<file path="config.mk">
export PLATFORM = sky130hd
export DESIGN_NAME = ircr_ctrl
export DESIGN_NICKNAME = d
export VERILOG_FILES = /design/src/hdl/ircr_pkg.sv /design/src/hdl/ircr_ctrl.sv
export SDC_FILE = /design/constraint.sdc
export NUM_CORES = 1
export LEC_CHECK = 0
export BUFFER_PORTS_ARGS = -buffer_cell sky130_fd_sc_hd__buf_2
export CORE_ASPECT_RATIO = 0.9
export CORE_MARGIN = 4
export CORE_UTILIZATION = 40
export DETAILED_ROUTE_END_ITERATION = 8
export PLACE_DENSITY = 0.8
export REMOVE_ABC_BUFFERS = 1
export SKIP_LAST_GASP = 1
export SYNTH_ARGS = -nofsm -noshare
export SYNTH_HDL_FRONTEND = slang
export SYNTH_SLANG_ARGS = --single-unit
</file>
<file path="constraint.sdc">
create_clock -name vclk -period 2.6
set_clock_uncertainty 0.1 [all_clocks]
set_input_delay 0.13 -clock vclk [all_inputs]
set_output_delay 0.13 -clock vclk [all_outputs]
set_load 0.01 [all_outputs]
</file>
<file path="src/hdl/ircr_pkg.sv">
// ----------------------------------------------------------------------------
// ircr_pkg: shared types and constants of the IR code record and replay block
// Command and mode codes, the item, result and configuration words, the
// control state and the write request that goes to the code store.
// ----------------------------------------------------------------------------
`default_nettype none

package ircr_pkg;

	// Field widths fixed by the interface.
	localparam int CMD_W      = 3;
	localparam int POS_W      = 9;
	localparam int EXT_W      = POS_W + 1;
	localparam int BYTE_W     = 8;
	localparam int TICK_W     = 16;
	localparam int OVF_W      = 8;
	localparam int STATUS_W   = 2;
	localparam int REG_IDX_W  = 4;
	localparam int REG_DATA_W = 9;

	// The store is split into byte-wide banks so that the three bytes of one
	// entry can all be written at once.
	localparam int BANK_W = 2;
	localparam int BANKS  = 1 << BANK_W;
	localparam int LANES  = 3;

	// Register indices of the configuration port.
	localparam logic [REG_IDX_W-1:0] CFG_BYTE_LIMIT = REG_IDX_W'(0);
	localparam logic [REG_IDX_W-1:0] CFG_SILENCE    = REG_IDX_W'(1);

	// Reset values and fixed numbers.
	localparam logic [POS_W-1:0]  BYTE_LIMIT_RST = 9'd507;
	localparam logic [OVF_W-1:0]  SILENCE_RST    = 8'd76;
	localparam logic [BYTE_W-1:0] END_MARK_BYTE  = 8'hFF;
	localparam logic [TICK_W-1:0] TICK_MAX       = 16'hFFFF;
	localparam logic [POS_W-1:0]  POS_MAX        = 9'd511;
	localparam logic [POS_W-1:0]  POS_STEP       = 9'd3;
	localparam logic [POS_W-1:0]  POS_SEND_START = 9'd3;

	typedef enum logic [CMD_W-1:0] {
		CMD_TICK   = 3'd0,
		CMD_EDGE   = 3'd1,
		CMD_RECORD = 3'd2,
		CMD_SEND   = 3'd3,
		CMD_STOP   = 3'd4,
		CMD_READ   = 3'd5,
		CMD_WRITE  = 3'd6
	} cmd_t;

	typedef enum logic [STATUS_W-1:0] {
		MODE_IDLE   = 2'd0,
		MODE_SEND   = 2'd1,
		MODE_RECORD = 2'd2,
		MODE_AVAIL  = 2'd3
	} mode_t;

	// One input word.
	typedef struct packed {
		logic [CMD_W-1:0]  command;
		logic [POS_W-1:0]  address;
		logic [BYTE_W-1:0] write_data;
	} item_t;

	// One result word.
	typedef struct packed {
		logic [STATUS_W-1:0] ir_status;
		logic                carrier_gate;
		logic                status_report;
		logic [BYTE_W-1:0]   read_data;
	} result_t;

	// One configuration write.
	typedef struct packed {
		logic [REG_IDX_W-1:0]  reg_index;
		logic [REG_DATA_W-1:0] reg_data;
	} cfg_word_t;

	typedef struct packed {
		logic [POS_W-1:0] byte_limit;
		logic [OVF_W-1:0] silence;
	} cfg_regs_t;

	typedef struct packed {
		mode_t             mode;
		logic [TICK_W-1:0] tick;
		logic [OVF_W-1:0]  ovf;
		logic [POS_W-1:0]  pos;
		logic              carrier;
	} state_t;

	localparam state_t STATE_IDLE = '{
		mode: MODE_IDLE, tick: '0, ovf: '0, pos: '0, carrier: 1'b0
	};

	// Up to three byte writes into the code store, at unwrapped addresses.
	typedef struct packed {
		logic [LANES-1:0]             en;
		logic [LANES-1:0][EXT_W-1:0]  addr;
		logic [LANES-1:0][BYTE_W-1:0] data;
	} store_wr_t;

endpackage

`default_nettype wire

</file>
<file path="src/hdl/ircr_ctrl.sv">
// ----------------------------------------------------------------------------
// ircr_ctrl: record and playback control
// Works out, for the item in the input register, the next control state,
// the result word and the bytes to write into the code store.
// ----------------------------------------------------------------------------
`default_nettype none

module ircr_ctrl
	import ircr_pkg::*;
(
	input  wire item_t             item,
	input  wire state_t            st,
	input  wire cfg_regs_t         regs,
	input  wire logic [BYTE_W-1:0] host_byte,
	input  wire logic [TICK_W-1:0] dur_at_pos,
	input  wire logic [TICK_W-1:0] dur_start,
	output      state_t            nxt,
	output      result_t           res,
	output      store_wr_t         wr
);

	cmd_t              cmd;
	logic              timer_run;
	logic [TICK_W-1:0] tick_inc;
	logic              wrapped;
	logic [TICK_W-1:0] reload;
	logic              at_limit;
	logic              send_end;
	logic              silence_hit;
	logic [EXT_W-1:0]  pos_sum;
	logic [POS_W-1:0]  pos_adv;

	// Shared conditions.
	always_comb begin
		cmd         = cmd_t'(item.command);
		timer_run   = (st.mode == MODE_SEND) || (st.mode == MODE_RECORD);
		tick_inc    = st.tick + TICK_W'(1);
		wrapped     = (tick_inc == '0);
		reload      = TICK_MAX - dur_at_pos;
		at_limit    = (st.pos >= regs.byte_limit);
		send_end    = (reload == '0) || at_limit;
		silence_hit = (st.ovf == regs.silence);
		pos_sum     = EXT_W'(st.pos) + EXT_W'(POS_STEP);
		pos_adv     = (pos_sum > EXT_W'(POS_MAX)) ? POS_MAX : pos_sum[POS_W-1:0];
	end

	// Next state.
	always_comb begin
		nxt = st;
		unique case (cmd)
			CMD_TICK: begin
				if (timer_run) begin
					if (!wrapped) begin
						nxt.tick = tick_inc;
					end else if (st.mode == MODE_SEND) begin
						// Timer overflow while sending: next mark or space, or idle at the end.
						if (send_end) begin
							nxt = STATE_IDLE;
						end else begin
							nxt.carrier = ~st.carrier;
							nxt.tick    = reload;
							nxt.pos     = pos_adv;
						end
					end else if (silence_hit) begin
						nxt = STATE_IDLE;
					end else begin
						nxt.ovf  = st.ovf + OVF_W'(1);
						nxt.tick = '0;
					end
				end
			end
			CMD_EDGE: begin
				if (st.mode == MODE_RECORD) begin
					nxt.tick = '0;
					if (at_limit) begin
						nxt.mode = MODE_AVAIL;
					end else begin
						nxt.pos = pos_adv;
						nxt.ovf = '0;
					end
				end
			end
			CMD_RECORD: begin
				nxt      = STATE_IDLE;
				nxt.mode = MODE_RECORD;
			end
			CMD_SEND: begin
				nxt.mode    = MODE_SEND;
				nxt.tick    = TICK_MAX - dur_start;
				nxt.pos     = POS_SEND_START;
				nxt.carrier = 1'b1;
			end
			CMD_STOP: begin
				nxt = STATE_IDLE;
			end
			default: begin
				// Host reads, host writes and the unused code leave the state.
			end
		endcase
	end

	// Result word and store writes.
	always_comb begin
		res.ir_status     = nxt.mode;
		res.carrier_gate  = nxt.carrier;
		res.status_report = 1'b0;
		res.read_data     = '0;
		wr                = '0;
		unique case (cmd)
			CMD_TICK: begin
				res.status_report = timer_run && wrapped && (st.mode == MODE_RECORD) &&
				                    silence_hit;
			end
			CMD_EDGE: begin
				if (st.mode == MODE_RECORD) begin
					res.status_report = at_limit;
					wr.en      = '1;
					wr.addr[0] = EXT_W'(st.pos);
					wr.addr[1] = EXT_W'(st.pos) + EXT_W'(1);
					wr.addr[2] = EXT_W'(st.pos) + EXT_W'(2);
					if (at_limit) begin
						// End mark.
						wr.data = {LANES{END_MARK_BYTE}};
					end else begin
						wr.data[0] = st.ovf;
						wr.data[1] = st.tick[TICK_W-1:BYTE_W];
						wr.data[2] = st.tick[BYTE_W-1:0];
					end
				end
			end
			CMD_READ: begin
				res.read_data = host_byte;
			end
			CMD_WRITE: begin
				wr.en[0]   = 1'b1;
				wr.addr[0] = EXT_W'(item.address);
				wr.data[0] = item.write_data;
			end
			default: begin
				// No store access and no report.
			end
		endcase
	end

endmodule

`default_nettype wire

</file>
== Word level (Yosys, flattened, before mapping) ==
Cells that the tools add are included.

* Register bits: 0
* Input bits: 113
* Output and inout port bits: 105
* Word-level logic and storage cells: 59

* $add $sub $neg: 7
* $lt $le $gt $ge: 2
* Equal/unequal tests: 9
* Multiplexer cells: 31
* Bitwise logic cells: 1
* Reduce and logical (&&, ||, !) cells: 9

{| class="wikitable"
|+ Operators by type and width
! operator !! number
|-
| case mux 18 bit (5 select lines) || 1
|-
| 2-to-1 mux 36 bit || 2
|-
| 2-to-1 mux 57 bit || 1
|-
| 2-to-1 mux 16 bit || 3
|-
| case mux 9 bit (4 select lines) || 1
|-
| 2-to-1 mux 35 bit || 1
|-
| logical NOT 16 bit || 2
|-
| subtractor 16 bit, first input constant || 2
|-
| 2-to-1 mux 24 bit || 1
|-
| 2-to-1 mux 8 bit || 3
|-
| case mux 8 bit (3 select lines) || 1
|-
| adder 9 x 2 -> 10 bit, second input constant || 2
|-
| 2-to-1 mux 10 bit || 2
|-
| 2-to-1 mux 20 bit || 1
|-
| case mux 10 bit (2 select lines) || 1
|-
| 2-to-1 mux 18 bit || 1
|-
| 2-to-1 mux 17 bit || 1
|-
| adder 16 x 1 -> 16 bit, second input constant || 1
|-
| case mux 8 bit (2 select lines) || 1
|-
| adder 9 x 1 -> 10 bit, second input constant || 1
|-
| > comparator 10 x 9 -> 1 bit, second input constant || 1
|-
| 2-to-1 mux 2 bit || 5
|-
| == test 3 bit, second input constant || 3
|-
| greater-or-equal comparator 9 bit || 1
|-
| other kinds (15) || 20
|}

== Logic depth before layout (Yosys ltp) ==
* Depth after elaboration: 8
* Depth in mapped cells: 12
* Depth with buffers taken out: 10

== Worst setup path after synthesis ==
OpenSTA, ideal clock, no wires.

* Kind: in2out
* From: input port st[1] (netlist name)
* To: output port res[10] (netlist name)
* Arrival time: 2391 ps
* Required time: 2370 ps
* Path slack: -21 ps
* Stages: 12
* Buffers on the path: 3
* Cell sequence: clkbuf_1 inv_1 ha_1 nand2b_1 a21o_1 a21oi_1 o211a_2 buf_1 nor2_1 o22ai_1 o21ai_0 buf_4

{| class="wikitable"
|+ RTL lines
! element !! line !! text
|-
| start: declaration || ircr_ctrl.sv:12 || <nowiki>input wire state_t st,</nowiki>
|-
| end: declaration || ircr_ctrl.sv:18 || <nowiki>output result_t res,</nowiki>
|}

==> results_dict.tcl <==
set metrics [dict create \
    share_of_synthesized_area_occupied_by_flip_flops_and_latches_pct 0 \
    setup-tns-final_ns -0.0612 \
    finalHoldViolCount 0 \
    min-delay-path-class "input pin to output port" \
    power_per_cell_area_nw_per_um2 156 \
    slew_violations 0 \
    muxShareOfSynthArea_pct 2.96 \
    fin_nets 918 \
    drv_cap 0 \
    mean_syn_cell_area_sq_um 6.17 \
    die_h_um 93.5 \
    synth_xor_area_share_pct 7.24 \
    layout.sequential_cells 0 \
    synth_fa_ha_area_share_pct 6.93 \
    post_layout_nonfiller_instances 881 \
    insertedDiodeCount 0 \
    setup.worst_path.class "input pin to output port" \
    leakagePower_nw 2.70 \
    critical-path-max-stage-delay_ns 0.38 \
    netlist_area_sq_um 3250 \
    area_occupied_by_multi_input_gates_sq_um 3080 \
    overflow 0 \
    detailedRoute.firstPassIterationCount 5 \
    post_drt_wl_per_cell_um 17.8 \
    max_slew_margin_pct 59.8 \
    crit_arrival_ns 2.40 \
    drt_first_iter_violations 347 \
    clockBufferCount 0 \
    power.ir.vdd_worst_v 0.0000827 \
    gpl.final_weighted_congestion 0.974 \
    number_of_drc_violations_after_detailed_routing 0 \
    drt.antenna.violating_nets 0 \
    layout-drive-gt1-share_pct 44.7 \
    worstPathRequired_ns 2.37 \
    row_count 30 \
    critPathCaptureType "output port" \
    critPathSlowestCell "sky130_fd_sc_hd__a2111oi_4" \
    layout.area.seq_sq_um 0 \
    clock.fmax_mhz 380 \
    synth.distinct_cells 69 \
    ios 218 \
    ctsHoldBuffers 0 \
    grt_pass1_vias 4967 \
    final_period_util_pct 101 \
    critical_path_peak_fanout 6 \
    detail_route.vias_per_cell 5.91 \
    placedCellCount 872 \
    num-fill-cells 677 \
    synth-warning-count 0 \
    finalWirelength_um 15700 \
    timing.critical_path.mode_cell "sky130_fd_sc_hd__buf_4" \
    start_util_pct 42.0 \
    fin_crit_ns 2.63 \
    placement.io_buffers 217 \
    detailed_place_hpwl_um 12600 \
    synth_top_family_by_area "simple AND/OR/NAND/NOR gates" \
    failed_checks "setup timing" \
    design.core.area_sq_um 7730 \
    total_power_mw 0.800 \
    syn_to_final_growth_pct 57.6 \
    synth-compound-area-share_pct 33.7 \
    die-area_sq_um 9630 \
    synthCells 527 \
    number_of_antenna_violations_at_the_first_check_in_global_routing 0 \
    rsz_0062_raised_after_global_routing "yes" \
    setup.worst_path.start_class "input pin" \
    status "finished, violations left" \
    grt_max_degree 20 \
    timing_worst_slew_pin_value_ns 0.598 \
    timing.final.ws_setup_ns -0.0328 \
    die_width_um 103 \
    detailroute.via_count 5203 \
    path_cells "buf_8 -> buf_6 -> nand3_2 -> nor2_4 -> buf_4 -> and4_2 -> a2111oi_4 -> and3_4 -> buf_4 -> nand2_1 -> a221oi_2 -> o22a_1 -> buf_2" \
    grt_usage_pct 30.3 \
    grt_pass1_wl_um 24100 \
    synth_simple_gate_area_share_pct 37.1 \
    setup_viol_count_final 3 \
]
timing repair:
item	in CTS	in global routing
buffers inserted	4	6
setup endpoints to repair	39	34
pin swaps	14	28
cloned	0	1
gates resized for setup	34	39
critical path, delay by kind of cell:
family                 cells  cell delay, ns
AOI/OAI and AO/OA          3            0.88
and+or+nand+nor            5            0.75
buffers and inverters      5            0.64
synth_stat cells, types with 5 or more instances:
master	n	area share, %
sky130_fd_sc_hd__a21oi_1	43	6.6
sky130_fd_sc_hd__xnor2_1	15	4.0
sky130_fd_sc_hd__inv_1	34	3.9
sky130_fd_sc_hd__a32o_1	5	1.5
sky130_fd_sc_hd__ha_1	18	6.9
sky130_fd_sc_hd__mux2i_1	7	2.2
sky130_fd_sc_hd__a22o_1	9	2.4
sky130_fd_sc_hd__and2_1	9	1.7
sky130_fd_sc_hd__o22ai_1	11	2.1
sky130_fd_sc_hd__nor3_1	9	1.4
sky130_fd_sc_hd__clkbuf_1	18	2.1
sky130_fd_sc_hd__and3_1	6	1.2
sky130_fd_sc_hd__o22a_1	5	1.3
sky130_fd_sc_hd__buf_1	5	0.58
sky130_fd_sc_hd__o221ai_1	7	1.9
sky130_fd_sc_hd__nand3_1	23	3.5
sky130_fd_sc_hd__buf_4	8	1.8
sky130_fd_sc_hd__xor2_1	10	2.7
sky130_fd_sc_hd__a21o_1	9	2.1
sky130_fd_sc_hd__o21ai_0	35	5.4
sky130_fd_sc_hd__nor2_1	77	8.9
sky130_fd_sc_hd__a31oi_1	8	1.5
sky130_fd_sc_hd__nand4_1	17	3.3
sky130_fd_sc_hd__nand2_1	59	6.8
area by class of cell:
type | count | area share, %
Timing Repair Buffer | 300 | 35.0
Tap cell | 96 | 2.35
Multi-Input combinational cell | 451 | 60.1
Inverter | 34 | 2.49
power by group:
group / switching (mW) / internal, mW
clock network: 0 / 0
logic: 0.449 / 0.350
registers: 0 / 0
total: 0.449 / 0.350
cells by family (layout without fill, tap and decap cells):
logic type	count (synthesis)	in the layout
AND/OR/NAND/NOR	236	236
multiplexers	9	9
XOR/XNOR	26	26
adder cells (fa/ha/maj)	18	18
AO/OA/AOI/OAI	161	161
other	1	1
buffers and inverters	76	334
routing by layer:
| metal | vias up | GRT usage [%] | wire length, um |
|---|---|---|---|
| li1 | 2431 | - | - |
| met1 | 2359 | 37.0 | 5940 |
| met2 | 371 | 55.1 | 7570 |
| met3 | 42 | 4.40 | 1840 |
| met4 | 0 | 6.69 | 344 |
| met5 | - | 0 | 0 |
cells in the final DEF (no fill, tap or decap), types with 16 or more instances in the layout:
master                    instances
sky130_fd_sc_hd__nand3_1         21
sky130_fd_sc_hd__inv_1           34
sky130_fd_sc_hd__ha_1            17
sky130_fd_sc_hd__a21oi_1         40
sky130_fd_sc_hd__buf_4           72
sky130_fd_sc_hd__buf_6           16
sky130_fd_sc_hd__nand4_1         17
sky130_fd_sc_hd__o21ai_0         29
sky130_fd_sc_hd__nor2_1          73
sky130_fd_sc_hd__nand2_1         57
sky130_fd_sc_hd__buf_2          210
worst paths after layout:
check	from	end	slack [ns]	cells past startpoint
worst max-delay path	st[19]	nxt[2]	-0.03	13
worst min-delay path	item[3]	wr[3]	0.43	4
per-stage QoR:
stage	util (%)	setup WS [ns]	hold slack (ns)	instance area, sq um
3_5_place_dp	61.4	-0.255	0.432	4750
6_report	66.2	-0.0328	0.430	5120
4_1_cts	63.6	-0.0106	0.433	4920
2_1_floorplan	-	-0.101	0.208	2990
5_1_grt	66.2	-0.0901	0.464	5120
3_3_place_gp	61.4	-0.120	0.432	4750
Note: power is estimated with default switching activity, not from simulation.
